**src/rtl/mf5x5_pkg.sv**
```systemverilog
`timescale 1ns / 1ps
// ----------------------------------------------------------------------------
// mf5x5_pkg
// Shared types and constants of the streaming 5x5 median filter.
// ----------------------------------------------------------------------------
package mf5x5_pkg;

    localparam int PIX_W      = 8;
    localparam int COORD_W    = 10;
    localparam int DIM_W      = 11;
    localparam int PEND_W     = 12;
    localparam int MAX_WIDTH  = 1024;
    localparam int MAX_HEIGHT = 1024;
    localparam int MIN_DIM    = 5;
    localparam int LB_ADDR_W  = 10;
    localparam int LANES      = 4;
    localparam int WIN_N      = 5;
    localparam int WIN_SIZE   = 25;
    localparam int WIN_MID    = 12;
    localparam int RANK_W     = 5;
    localparam int GRP_W      = 3;
    localparam int QDEPTH     = 4;
    localparam int QPTR_W     = 2;
    localparam int QCNT_W     = 3;
    localparam int CFG_IDX_W  = 2;
    localparam int CFG_DATA_W = 11;

    typedef enum logic {
        OP_PIXEL = 1'b0,
        OP_FLUSH = 1'b1
    } t_op;

    typedef enum logic [CFG_IDX_W-1:0] {
        CFG_WIDTH  = 2'd0,
        CFG_HEIGHT = 2'd1
    } t_cfg_idx;

    typedef struct packed {
        t_op              operation;
        logic [PIX_W-1:0] pixel_in;
    } t_in_item;

    typedef struct packed {
        logic [PIX_W-1:0]   pixel_out;
        logic [COORD_W-1:0] out_row;
        logic [COORD_W-1:0] out_col;
        logic               frame_last;
    } t_out_item;

    typedef logic [WIN_SIZE-1:0][PIX_W-1:0] t_win;

    typedef struct packed {
        logic               interior;
        logic [PIX_W-1:0]   sample;
        t_win               win;
        logic [COORD_W-1:0] row;
        logic [COORD_W-1:0] col;
        logic               last;
    } t_job;

    typedef struct packed {
        logic [QCNT_W-1:0] count;
        logic              empty;
    } t_q_status;

    function automatic logic [DIM_W-1:0] clamp_dim(input logic [DIM_W-1:0] v,
                                                   input logic [DIM_W-1:0] hi);
        if (v < DIM_W'(MIN_DIM)) begin
            return DIM_W'(MIN_DIM);
        end else if (v > hi) begin
            return hi;
        end
        return v;
    endfunction

endpackage

```
**src/rtl/mf5x5_queue.sv**
```systemverilog
`timescale 1ns / 1ps
// ----------------------------------------------------------------------------
// mf5x5_queue
// Small register queue of jobs between the front and the median back end.
// ----------------------------------------------------------------------------
module mf5x5_queue import mf5x5_pkg::*; (
    input  logic      i_clk,
    input  logic      i_rst_n,
    input  logic      i_push,
    input  t_job      i_job,
    input  logic      i_pop,
    output t_job      o_job,
    output t_q_status o_stat
);

    t_job              r_mem [QDEPTH];
    logic [QPTR_W-1:0] r_wr_ptr, r_rd_ptr;
    logic [QCNT_W-1:0] r_count;

    always_ff @(posedge i_clk) begin
        if (!i_rst_n) begin
            r_wr_ptr <= '0;
            r_rd_ptr <= '0;
            r_count  <= '0;
        end else begin
            if (i_push) begin
                r_wr_ptr <= r_wr_ptr + QPTR_W'(1);
            end
            if (i_pop) begin
                r_rd_ptr <= r_rd_ptr + QPTR_W'(1);
            end
            if (i_push && !i_pop) begin
                r_count <= r_count + QCNT_W'(1);
            end else if (i_pop && !i_push) begin
                r_count <= r_count - QCNT_W'(1);
            end
        end
    end

    always_ff @(posedge i_clk) begin
        if (i_push) begin
            r_mem[r_wr_ptr] <= i_job;
        end
    end

    assign o_job        = r_mem[r_rd_ptr];
    assign o_stat.count = r_count;
    assign o_stat.empty = (r_count == '0);

endmodule

```
**config.mk**
```make
export PLATFORM = sky130hd
export DESIGN_NAME = mf5x5_queue
export DESIGN_NICKNAME = d
export VERILOG_FILES = /design/src/rtl/mf5x5_pkg.sv /design/src/rtl/mf5x5_queue.sv
export SDC_FILE = /design/constraint.sdc
export NUM_CORES = 1
export LEC_CHECK = 0
export BUFFER_PORTS_ARGS = -buffer_cell sky130_fd_sc_hd__buf_2
export CAP_MARGIN = 20
export CORE_ASPECT_RATIO = 1.25
export CORE_MARGIN = 2
export CORE_UTILIZATION = 40
export CTS_BUF_LIST = sky130_fd_sc_hd__clkbuf_4
export CTS_CLUSTER_DIAMETER = 50
export DETAILED_ROUTE_END_ITERATION = 10
export SYNTH_ARGS = -nofsm -noshare
export SYNTH_HDL_FRONTEND = slang
export SYNTH_SLANG_ARGS = --single-unit
export TNS_END_PERCENT = 5
```
**constraint.sdc**
```tcl
create_clock -name i_clk -period 8.4 [get_ports i_clk]
set_clock_uncertainty 0.05 [all_clocks]
set_input_delay 2.52 -clock i_clk [delete_from_list [all_inputs] [get_ports i_clk]]
set_output_delay 2.52 -clock i_clk [all_outputs]
set_load 0.005 [all_outputs]
```
* Yosys cells after proc, flatten, opt, wreduce, memory -nomap -nowiden *
Memories as Yosys holds them, arrays and structs flattened. A register that Yosys moved wholly into a read port is not among the register bits.
Cells that the tools add are included.

word-level totals
  bits in writable memories = 920
  memories = 1
  logic and storage cells = 20
  register bits after elaboration = 7

memories
  name   depth  width  read ports  clocked after Yosys merged registers in  wr ports  line               text
  r_mem  4      230    1           1                                        1         mf5x5_queue.sv:16  t_job r_mem [QDEPTH];

cells by class
  $add $sub $neg = 4
  muxes and demuxes = 6
  reduce and logical (&&, ||, !) cells = 6

operator list
  kind                                                                 count
  3-bit two-way mux                                                    2
  2-bit by 1-bit adder with 2-bit output (second input constant)       2
  2-bit two-way mux                                                    2
  3-bit by 1-bit adder with 3-bit output (second input constant)       1
  3-bit zero test                                                      1
  3-bit by 1-bit subtractor with 3-bit output (second input constant)  1
  1-bit logical AND                                                    2
  1-bit zero test                                                      2
  1-bit two-way mux                                                    2
  2-bit nonzero test                                                   1

* Depth between registers and ports, before layout *
  depth after elaboration = 4
  gate-level depth with buffers = 7
  depth with buffers taken out = 7

* Worst setup path after synthesis *
No wires, ideal clock.

  kind = input to register
  from = in i_push
  to = mem r_mem[0][0] (netlist bit), enable pin
  setup time = 0.619 ns
  stages = 1
  path slack = 0.005 ns
  arrival time = 7.726 ns
  required time = 7.731 ns
  cell sequence = and2_1

between the ends
  cells in the longest elaborated chain, start to end = 2

ends and longest elaborated chain
  what                                     line               text
  start, declared                          mf5x5_queue.sv:9   input logic i_push,
  1-bit two-way mux                        mf5x5_queue.sv:41  if (i_push) begin
  1-bit two-way mux (implied by the code)  mf5x5_queue.sv:42  r_mem[r_wr_ptr] <= i_job;
  end, declared                            mf5x5_queue.sv:16

No other way between the ends.

==> results.md <==
- Final GP Congestion: 0.724
- RSZ-0062 raised after global routing: false
- GR Layer Usage met2: about a quarter
- Site row count: roughly 120
- Post-synth cell types: 21
- Final setup fails: 0
- Total of max-cap violations: 0
- CP Buf/Inv Count: 2
- Setup_tns: 0 ns
- Slowest-stage cell, CP: dfxtp_4
- Total CTS buffers: 217
- Synthesized Nets: 1484
- Post-DP HPWL: a little over 40 mm
- Worst path max stage delay: ~0.75 ns
- Number of global-route vias before repair: 17000
- DRT Wirelength: ~68 mm
- Sequential cell area: about 28000 µm²
- Max frequency: roughly 170 MHz
- CP delay by family, top: flip-flops
- Slew Viols, Final: 0
- Max Root-Sink Buffers: 3
- CP Data Required Time: a little under 6 ns
- Fin crit share: 70.7%
- Post-CTS Resized: 0
- Outcome: complete, no violations
- Clk sinks: between 900 and 1000
- Synthesized cell area: 33800 µm²
- Slew Limit Headroom: 32.9%
- CP cell instances: buf_12, mux4_2, buf_2
- Die ar.: ~87000 µm²
- Core ar.: around 84000 µm²
- P&R area growth vs syn: 18.2%
- Post-synthesis sequential area ratio: just over 80%
- Drt drc: 0
- Ranking of synthesized cells by area: edfxtp_1 (82%), mux4_2 (15%), buf_12 (1.3%)
- Synth Warn #: 0
- Met1 Track Usage GR: between 15 and 20%
- Drt first-iter violations: 803
- Drt wl/cell: around 22 µm
- Total congestion overflow: 0
- Synth top area share: 81.6%
- Die width: approximately 260 µm
- Post-CTS setup buffers: 0
- Global-route wire length before repair: 102 mm
- Syn_area_per_cell: around 27 µm²
- Grt met3 use: under 10%
- Die height: 329 µm
- CTS tree: done
- CP endpoint kind: output port
- I/O Buffers: around 470
- IO Count: between 400 and 500
- Pwr per Cell Area: roughly 250 nW/µm²
- Multi-input logic area: about 5400 µm²
- Largest net degree at the start of global routing: between 100 and 150
- Static Leak: 13.5 nW
- Router iterations before antenna repair: 5
- Hold-fix buffers at CTS: 0
- Setup CP Type: reg -> out
- R2R Setup Slk: between 6 and 7 ns
- Worst Setup Start Kind: flop
- Clk pin slew, worst setup/hold paths: around 0.070 ns
- Initial antenna violation count: 18
- Peak VDD IR: 0.136 mV
- Final min period: slightly below 6 ns
- Final nets: approximately 2100
- Via count: 15600
- Via-to-Cell Ratio: ~5.0
- Final ANT Viol Nets: 0
- Root buffer cell: clkbuf_4
- Max FO, Critical Path: 92
- Flops & latches, synth: 929
- Final Hold Vio Count: 0
- Synth area leader: edfxtp_1
- Gate Count Post-Synth: between 1000 and 1500
- Final hold slack: 0.488 ns
- Hold Crit Class: reg -> reg
- Global route hottest layer: met2
- Initial Utilization: roughly two fifths
- H-tree depth: 4
- Layout cells sized above 1: between 50% and 60%
- Fillers: about 7000
- Total Routing Usage GR: roughly 16%
- Worst Max-Slew Pin Slew: roughly 1 ns
- Clk_lat worst skew: roughly 1 ns
- Arr. time, crit path: between 3 and 4 ns
-- report_power, final --
| part | total (W) | leakage [nW] | switching [W] | internal (W) |
|---|---|---|---|---|
| logic | 0.000895 | 3.34 | 0.000470 | 0.000425 |
| registers | 0.00538 | 8.53 | 0.0000535 | 0.00533 |
| clock network | 0.00355 | 1.63 | 0.00167 | 0.00188 |
-- final timing paths --
check	startpoint	cells after the start	to
hold reg to reg	r_count[2]	2	r_count[2]
setup / recovery	flop	3	o_job[43]
hold / removal	r_count[2]	2	r_count[2]
setup reg to reg	r_wr_ptr[0]	4	r_mem[0][22]
-- worst register-to-register path: cells and delay by family, from the launching register on --
| kind | cells | cell delay (ns) |
|---|---|---|
| adder cells (fa/ha/maj) | 1 | 0.14 |
| flip-flops | 1 | 0.35 |
| buffers and inverters | 2 | 0.51 |
| AND/OR/NAND/NOR | 1 | 0.47 |
-- cell type report --
class | instances | area share, %
Multi-Input combinational cell | 259 | 13.6
Sequential cell | 929 | 69.5
Clock buffer | 313 | 5.87
Antenna cell | 10 | 0.0626
Timing Repair Buffer | 480 | 6.46
Clock inverter | 59 | 1.03
Tap cell | 1089 | 3.41
Inverter | 4 | 0.0375
-- cell usage after synthesis --
master and number:
mux2i_1 2, edfxtp_1 920, buf_6 1, ha_1 5
xnor2_1 2, a21boi_0 1, or3_1 1, xor2_1 3
buf_2 21, nand2_1 1, and2_1 9, fa_1 1
clkbuf_1 5, inv_1 4, dfxtp_1 9, o21ai_0 1
nor2b_1 2, buf_4 3, mux4_2 230, nor3_1 1
buf_12 22
-- state kept, by name, indices dropped and copies added, names as in the netlist, named ones only --
name,flops
r_mem,920
r_count,3
r_rd_ptr,2
r_wr_ptr,2
-- routing by layer --
layer | wire length [µm] | vias to the layer above
li1 | - | 6884
met1 | 25200 | 7994
met2 | 35700 | 539
met3 | 5510 | 148
met4 | 1870 | 16
met5 | 110 | -
-- placed cells by master (no fill, tap or decap) --
cell type / instances
diode_2: 10
dfxtp_1: 7
clkinvlp_4: 2
fa_1: 1
clkinv_1: 40
inv_6: 4
bufinv_16: 6
ha_1: 5
clkinv_2: 5
nand2_1: 1
or3_1: 1
a21boi_0: 1
mux2i_1: 2
edfxtp_1: 920
xnor2_1: 2
inv_1: 4
buf_4: 1
and2_4: 4
nor3_1: 1
mux4_2: 230
o21ai_0: 1
inv_2: 2
clkbuf_4: 313
dfxtp_4: 2
nor2b_1: 2
and2_1: 5
buf_2: 467
xor2_1: 3
buf_12: 12
-- logic make-up (layout without fill, tap and decap cells) --
logic type	after synthesis	in the layout	synth area share, %
AO/OA/AOI/OAI	2	2	0.0370
buffers and inverters	56	856	1.81
XOR/XNOR	5	5	0.129
adder cells (fa/ha/maj)	6	6	0.244
multiplexers	232	232	15.4
other	0	10	0
AND/OR/NAND/NOR	14	14	0.248
flip-flops	929	929	82.2
-- through the flow --
stage | power (W) | utilization (%) | instances | cell area (µm²) | worst slack (ns)
6_report | 0.00983 | 47.6 | 3143 | 40000 | 2.46
3_3_place_gp | 0.00638 | 44.3 | 2761 | 37200 | 3.44
4_1_cts | 0.0100 | 47.6 | 3133 | 40000 | 2.15
3_5_place_dp | 0.00641 | 44.3 | 2761 | 37200 | 3.41
5_1_grt | 0.0103 | 47.6 | 3140 | 40000 | 2.04
2_1_floorplan | 0.00604 | - | 1244 | 33800 | 0.00522
Power figures use the tool's default switching activity.
