## config.mk

```make
export PLATFORM = sky130hd
export DESIGN_NAME = mf5x5_back
export DESIGN_NICKNAME = d
export VERILOG_FILES = /design/src/rtl/mf5x5_pkg.sv /design/src/rtl/mf5x5_back.sv
export SDC_FILE = /design/constraint.sdc
export NUM_CORES = 2
export LEC_CHECK = 0
export ABC_AREA = 1
export BUFFER_PORTS_ARGS = -buffer_cell sky130_fd_sc_hd__buf_2
export CORE_MARGIN = 2
export CORE_UTILIZATION = 55
export CTS_CLUSTER_DIAMETER = 80
export CTS_CLUSTER_SIZE = 20
export DETAILED_ROUTE_END_ITERATION = 10
export GPL_TIMING_DRIVEN = 1
export MAX_ROUTING_LAYER = met4
export PLACE_DENSITY = 0.71
export SLEW_MARGIN = 20
export SYNTH_ARGS = -nofsm -noshare
export SYNTH_HDL_FRONTEND = slang
export SYNTH_SLANG_ARGS = --single-unit
```

## constraint.sdc

```tcl
create_clock -name i_clk -period 126.3 [get_ports i_clk]
set_input_delay 37.89 -clock i_clk [delete_from_list [all_inputs] [get_ports i_clk]]
set_output_delay 37.89 -clock i_clk [all_outputs]
set_load 0.005 [all_outputs]
```

## src/rtl/mf5x5_pkg.sv

```systemverilog
`timescale 1ns / 1ps
// ----------------------------------------------------------------------------
// mf5x5_pkg
// Shared types and constants of the streaming 5x5 median filter.
// ----------------------------------------------------------------------------
package mf5x5_pkg;

    localparam int PIX_W      = 8;
    localparam int COORD_W    = 10;
    localparam int DIM_W      = 11;
    localparam int PEND_W     = 12;
    localparam int MAX_WIDTH  = 1024;
    localparam int MAX_HEIGHT = 1024;
    localparam int MIN_DIM    = 5;
    localparam int LB_ADDR_W  = 10;
    localparam int LANES      = 4;
    localparam int WIN_N      = 5;
    localparam int WIN_SIZE   = 25;
    localparam int WIN_MID    = 12;
    localparam int RANK_W     = 5;
    localparam int GRP_W      = 3;
    localparam int QDEPTH     = 4;
    localparam int QPTR_W     = 2;
    localparam int QCNT_W     = 3;
    localparam int CFG_IDX_W  = 2;
    localparam int CFG_DATA_W = 11;

    typedef enum logic {
        OP_PIXEL = 1'b0,
        OP_FLUSH = 1'b1
    } t_op;

    typedef enum logic [CFG_IDX_W-1:0] {
        CFG_WIDTH  = 2'd0,
        CFG_HEIGHT = 2'd1
    } t_cfg_idx;

    typedef struct packed {
        t_op              operation;
        logic [PIX_W-1:0] pixel_in;
    } t_in_item;

    typedef struct packed {
        logic [PIX_W-1:0]   pixel_out;
        logic [COORD_W-1:0] out_row;
        logic [COORD_W-1:0] out_col;
        logic               frame_last;
    } t_out_item;

    typedef logic [WIN_SIZE-1:0][PIX_W-1:0] t_win;

    typedef struct packed {
        logic               interior;
        logic [PIX_W-1:0]   sample;
        t_win               win;
        logic [COORD_W-1:0] row;
        logic [COORD_W-1:0] col;
        logic               last;
    } t_job;

    typedef struct packed {
        logic [QCNT_W-1:0] count;
        logic              empty;
    } t_q_status;

    function automatic logic [DIM_W-1:0] clamp_dim(input logic [DIM_W-1:0] v,
                                                   input logic [DIM_W-1:0] hi);
        if (v < DIM_W'(MIN_DIM)) begin
            return DIM_W'(MIN_DIM);
        end else if (v > hi) begin
            return hi;
        end
        return v;
    endfunction

endpackage

```

## src/rtl/mf5x5_back.sv

```systemverilog
`timescale 1ns / 1ps
// ----------------------------------------------------------------------------
// mf5x5_back
// Rank-based median of the 25 window samples: compare, count in two steps,
// select. Border jobs pass their own sample. Ends in the output register.
// ----------------------------------------------------------------------------
module mf5x5_back import mf5x5_pkg::*; (
    input  logic      i_clk,
    input  logic      i_rst_n,
    input  t_q_status i_q_stat,
    input  t_job      i_job,
    output logic      o_pop,
    output logic      o_out_valid,
    input  logic      i_out_stall,
    output t_out_item o_out_data
);

    logic w_en;
    logic r_s1_valid, r_s2_valid, r_s3_valid, r_o_valid;
    t_job r_s1_job, r_s2_job, r_s3_job;
    logic [WIN_SIZE-1:0][WIN_SIZE-1:0] r_s1_lt, w_lt;
    logic [WIN_SIZE-1:0][WIN_N-1:0][GRP_W-1:0] r_s2_part, w_part;
    logic [WIN_SIZE-1:0][RANK_W-1:0] r_s3_rank, w_rank;
    logic [PIX_W-1:0] w_med;
    t_out_item r_out;

    assign w_en  = !r_o_valid || !i_out_stall;
    assign o_pop = w_en && !i_q_stat.empty;

    // lt[i][j]: sample j sorts before sample i (ties broken by position)
    always_comb begin
        for (int i = 0; i < WIN_SIZE; i++) begin
            for (int j = 0; j < WIN_SIZE; j++) begin
                w_lt[i][j] = (i_job.win[j] < i_job.win[i]) ||
                             ((i_job.win[j] == i_job.win[i]) && (j < i));
            end
        end
    end

    always_comb begin
        for (int i = 0; i < WIN_SIZE; i++) begin
            for (int g = 0; g < WIN_N; g++) begin
                w_part[i][g] = '0;
                for (int k = 0; k < WIN_N; k++) begin
                    w_part[i][g] = w_part[i][g] + GRP_W'(r_s1_lt[i][g*WIN_N + k]);
                end
            end
        end
    end

    always_comb begin
        for (int i = 0; i < WIN_SIZE; i++) begin
            w_rank[i] = '0;
            for (int g = 0; g < WIN_N; g++) begin
                w_rank[i] = w_rank[i] + RANK_W'(r_s2_part[i][g]);
            end
        end
    end

    // exactly one sample has rank WIN_MID
    always_comb begin
        w_med = '0;
        for (int i = 0; i < WIN_SIZE; i++) begin
            if (r_s3_rank[i] == RANK_W'(WIN_MID)) begin
                w_med = w_med | r_s3_job.win[i];
            end
        end
    end

    always_ff @(posedge i_clk) begin
        if (!i_rst_n) begin
            r_s1_valid <= 1'b0;
            r_s2_valid <= 1'b0;
            r_s3_valid <= 1'b0;
            r_o_valid  <= 1'b0;
        end else if (w_en) begin
            r_s1_valid <= o_pop;
            r_s2_valid <= r_s1_valid;
            r_s3_valid <= r_s2_valid;
            r_o_valid  <= r_s3_valid;
        end
    end

    always_ff @(posedge i_clk) begin
        if (w_en) begin
            r_s1_job  <= i_job;
            r_s1_lt   <= w_lt;
            r_s2_job  <= r_s1_job;
            r_s2_part <= w_part;
            r_s3_job  <= r_s2_job;
            r_s3_rank <= w_rank;
            r_out.pixel_out  <= r_s3_job.interior ? w_med : r_s3_job.sample;
            r_out.out_row    <= r_s3_job.row;
            r_out.out_col    <= r_s3_job.col;
            r_out.frame_last <= r_s3_job.last;
        end
    end

    assign o_out_valid = r_o_valid;
    assign o_out_data  = r_out;

endmodule

```

* After elaboration in Yosys (flattened, before gate mapping)
Cells that the tools add are included.
Cells by class: add/subtract/negate cells 600, multipliers 0, div/mod/pow operators 0, magnitude comparators 625, eq/ne operators 325, shifts and indexed selects 0, mux-type cells 26, bitwise gates (word level) 24, reductions and logical operators 305
Operator list (count):
- < comparator 8 bit | 625
- equality test 8 bit | 300
- adder 3 x 1 -> 3 bit | 281
- adder 5 x 3 -> 5 bit | 75
- logical OR 1 bit | 301
- adder 2 x 1 -> 3 bit | 94
- adder 1 x 1 -> 2 bit | 125
- two-way mux 8 bit | 26
- OR 8 bit | 24
- equality test 5 x 4 -> 1 bit, second input constant | 25
- adder 3 x 3 -> 4 bit | 25
- logical NOT 1 bit | 3
- logical AND 1 bit | 1
Word-level totals: bits in registers 1848, bits in latches 0, RAM bits 0, bits in read-only memories 0, output and inout port bits 31, logic and storage cells 2178, memories kept 0

* Logic depth before layout (Yosys ltp)
depth after elaboration 51, depth in mapped cells 10, gate-level depth less buffers 10

* Least setup slack after synthesis
No wires, ideal clock.
kind in2out, start input port i_out_stall, end output port o_pop, data arrival time 81745 ps, data required time 88410 ps, path slack 6665 ps, cell stages on the path 3, path through nand2_1 > inv_1 > nor2_1
On the way: cells in the longest elaborated chain, start to end 3
RTL lines:
- from (decl) | line mf5x5_back.sv:14 | input logic i_out_stall,
- logical NOT 1 bit | line mf5x5_back.sv:27 | assign w_en = !r_o_valid || !i_out_stall;
- logical OR 1 bit | line mf5x5_back.sv:27
- logical AND 1 bit | line mf5x5_back.sv:28 | assign o_pop = w_en && !i_q_stat.empty;
- to (decl) | line mf5x5_back.sv:12 | output logic o_pop,
Every way passes these cells.

* Final worst setup path
Ends and elaborated chain as after synthesis.

==> results.rst <==
.. list-table::
   :header-rows: 1

   * - Metric
     - Value
   * - Via/cell ratio
     - 6.32
   * - Type of origin of the critical path
     - input port
   * - Crit path required time
     - a little under 90000 ps
   * - Met3 layer wire length in the routed design
     - 59.1 mm
   * - Maximum fanout count along the critical path
     - 57
   * - Warnings, synthesis
     - 0
   * - Routed wire length per instance
     - between 20 and 30 µm
   * - Total setup violations reported at the end of the flow
     - 0
   * - Number of instances in the synthesized netlist
     - 11800
   * - Part of the cycle the worst path needs
     - about three fifths
   * - WL met2
     - 191 mm
   * - Mapped Area
     - 0.129 mm²
   * - Die H
     - 488 µm
   * - Signed area change from the synthesized netlist to the final layout
     - 8.14%
   * - Detailed Route Iter0 Violations
     - roughly 13000
   * - Multiplexer share of the synthesized area
     - 0%
   * - Max VDD drop
     - 0.0183 mV
   * - Pin count of the biggest net entering global routing
     - 192
   * - Total power per unit cell area
     - 17.4 mW/mm²
   * - Clock Skew
     - 43.6 ps
   * - Number of buffers created by CTS
     - about 120
   * - Final RePlAce weighted congestion
     - 0.973
   * - Share of synthesized cell area in and, or, nand and nor gates
     - 10.6%
   * - Setup repair after global routing missed its margin
     - false
   * - Final critical delay including setup and external delays
     - 76960 ps
   * - Result of the run
     - complete, no violations
   * - Chip width
     - 488 µm
   * - Standard-cell row count
     - 177
   * - Signal arrival time at the worst endpoint
     - 39070 ps
   * - Share of cells above drive strength 1
     - 5.53%
   * - Via count of the first global-routing pass
     - 95300
   * - Final hold violations
     - 0
   * - Max Cap Violations
     - 0
   * - Yosys top cell by area
     - edfxtp_1
   * - Library cell used as clock root buffer
     - clkbuf_16
   * - Post-cts gate resize count
     - 0
   * - Xor and xnor fraction of the mapped netlist area
     - 0.509%
   * - TritonCTS clock tree
     - yes
   * - First-pass iteration count of the detailed router
     - 9
   * - Wire length of the first global-routing pass
     - 642 mm
   * - Die Outline Area
     - roughly 0.24 mm²
   * - Number of register bits inferred by synthesis
     - between 1500 and 2000
   * - HPWL reported at the end of detailed placement
     - 310 mm
   * - GRT overflow
     - 0
   * - Synthesized-area fraction occupied by ao, oa, aoi and oai cells
     - a little over 7%
   * - DR vias
     - slightly below 100k
   * - Worst max-slew margin expressed relative to the limit
     - 14.2%
   * - Count of hold-fix buffers inserted at cts
     - 0
   * - Effective utilization at floorplan
     - between 50% and 60%
   * - Final Routed Wirelength
     - 461 mm
   * - Placeable core region
     - 0.233 mm²
   * - Sequential fraction of the synthesis area
     - 42.4%
   * - Top routing layer in use
     - met4
   * - Io pins
     - 268
   * - Accumulated negative setup slack
     - 0 ps
   * - Yosys cell types
     - 31
   * - Port Buffers
     - between 200 and 300
   * - Number of clock sinks
     - 1823
   * - Kind of critical path
     - input port to primary output
   * - Deepest clock path buffer count
     - 3
   * - Post-CTS setup buffers
     - 0
   * - Source-to-sink clock delay at the later pin of the worst-skew pair
     - 860 ps
   * - Slew at the pin closest to its max-slew limit
     - roughly 1300 ps
   * - Category of the worst setup path capture point
     - primary output
   * - Highest achievable clock rate
     - 0.0130 GHz
   * - Dominant cells by area after synthesis
     - edfxtp_1 (42%), ha_1 (27%), fa_1 (6.4%), inv_1 (5.4%), nand2_1 (5.0%)
   * - DRC
     - 0
   * - Mean Syn Cell Area
     - 10.9 µm²
   * - Global-route total usage across every layer
     - between 30% and 40%
   * - Smallest hold slack
     - 412 ps
   * - Clock H-tree levels
     - 3
   * - Met1 wire length
     - 166 mm
   * - Final slew viol count
     - 0
   * - Nets
     - 15900
   * - Area share of the leading cell type in the synthesized netlist
     - 42.4%
   * - Adder and majority cell fraction of the synthesized area
     - 33.9%
   * - Leakage
     - 67.8 nW
   * - Largest family of logic cells by synthesized area
     - adder cells
   * - Count of antenna-violating nets left after detailed routing
     - 0
   * - Clock-pin slew on the worst setup and hold paths
     - ~90 ps
   * - Initial antenna violation count
     - 50
   * - Path class of the lowest-slack min-delay path
     - flip-flop to flip-flop
## final timing paths
path,from,endpoint,slack [ps],depth (start not counted)
hold reg to reg,r_s1_job[72],r_s2_job[72],410,0
hold / removal,r_s1_job[72],r_s2_job[72],410,0
setup reg to reg,o_out_valid,r_s1_lt[300],120380,6
setup / recovery,i_out_stall,o_pop,49340,5
## report_power, final
| group | switching (mW) | internal, mW | leakage, nW | total [mW] |
|---|---|---|---|---|
| clock network | 0.225 | 0.190 | 1.83 | 0.415 |
| logic | 0.645 | 0.399 | 46.6 | 1.04 |
| registers | 0.0866 | 0.874 | 19.4 | 0.961 |
## synth_stat cells
cell	count
nor2_1	571
a21oi_1	991
inv_1	1870
o31ai_1	7
conb_1	1
ha_1	2832
edfxtp_1	1819
buf_4	2
nand2_2	2
nand4_1	388
a21oi_2	8
dfxtp_1	4
nand2_1	1712
o21ai_1	4
xnor2_1	46
o21ai_0	301
a211oi_1	197
nor2_4	42
a21o_1	14
a21boi_0	6
inv_2	6
a32oi_1	23
o211ai_1	29
nor3_1	123
a21boi_2	3
o21a_1	19
nand3_1	303
fa_1	412
o21bai_1	45
nor2_2	8
xor2_1	29
## cells in the final DEF, fill, tap and decap left out, types with 13 or more instances in the layout
cell type / instances
clkbuf_16: 119
nand3_1: 303
xnor2_1: 46
o21ai_0: 301
diode_2: 28
clkbuf_1: 14
a211oi_1: 197
o211ai_1: 29
nor3_1: 123
o21a_1: 19
nand4_1: 388
fa_1: 412
nor2_4: 42
ha_1: 2832
inv_1: 1850
edfxtp_1: 1819
buf_2: 264
nand2_1: 1711
a21o_1: 14
buf_4: 168
o21bai_1: 45
a21oi_1: 991
xor2_1: 29
nor2_1: 571
a32oi_1: 23
inv_2: 17
clkinv_8: 13
## state kept, by name, indices dropped and copies added (netlist names)
register	cells
r_s3_job	230
r_s2_valid	1
r_s2_part	375
r_s1_lt	600
r_s1_valid	1
o_out_valid	1
r_s2_job	230
r_s1_job	230
r_s3_valid	1
o_out_data	29
r_s3_rank	125
## worst max-delay path, stage by stage
cell,delay [ps]
buf_2,110
nand2_4,550
inv_1,220
nor2_1,160
buf_2,130
## cell families after synthesis
family / Yosys count
AOI/OAI and AO/OA: 1647
xor gates and xnor gates: 75
adders and majority gates: 3244
buffers and inverters: 1878
DFF: 1823
other: 1
and+or+nand+nor: 3149
## routing by layer
metal  GRT usage [%]  vias up
met1            48.6    47000
li1                -    42900
met3            9.03     2009
met2            55.8     6756
met4            30.2        0
met5               -        -
## cell type report
class | count | area (µm²)
Fill cell | 18600 | 93300
Multi-Input combinational cell | 8119 | 67200
Sequential cell | 1823 | 54700
Inverter | 1876 | 7040
Tap cell | 3132 | 3920
Clock buffer | 133 | 3030
Timing Repair Buffer | 438 | 2710
Clock inverter | 53 | 767
Antenna cell | 28 | 70.1
## metrics by stage
stage                     setup slack, ps  power, mW  cell area, µm²  std cells  util [%]
after floorplan                      6660       1.60          129000      11800         -
after global placement              49340       1.91          136000      15400      58.2
after detailed placement            49320       1.99          136000      15400      58.2
after CTS                           49320       2.41          139000      15600      59.9
after global routing                49180       2.57          139000      15600      59.9
final                               49340       2.42          139000      15600      59.9
Note: power is estimated with default switching activity, not from simulation.
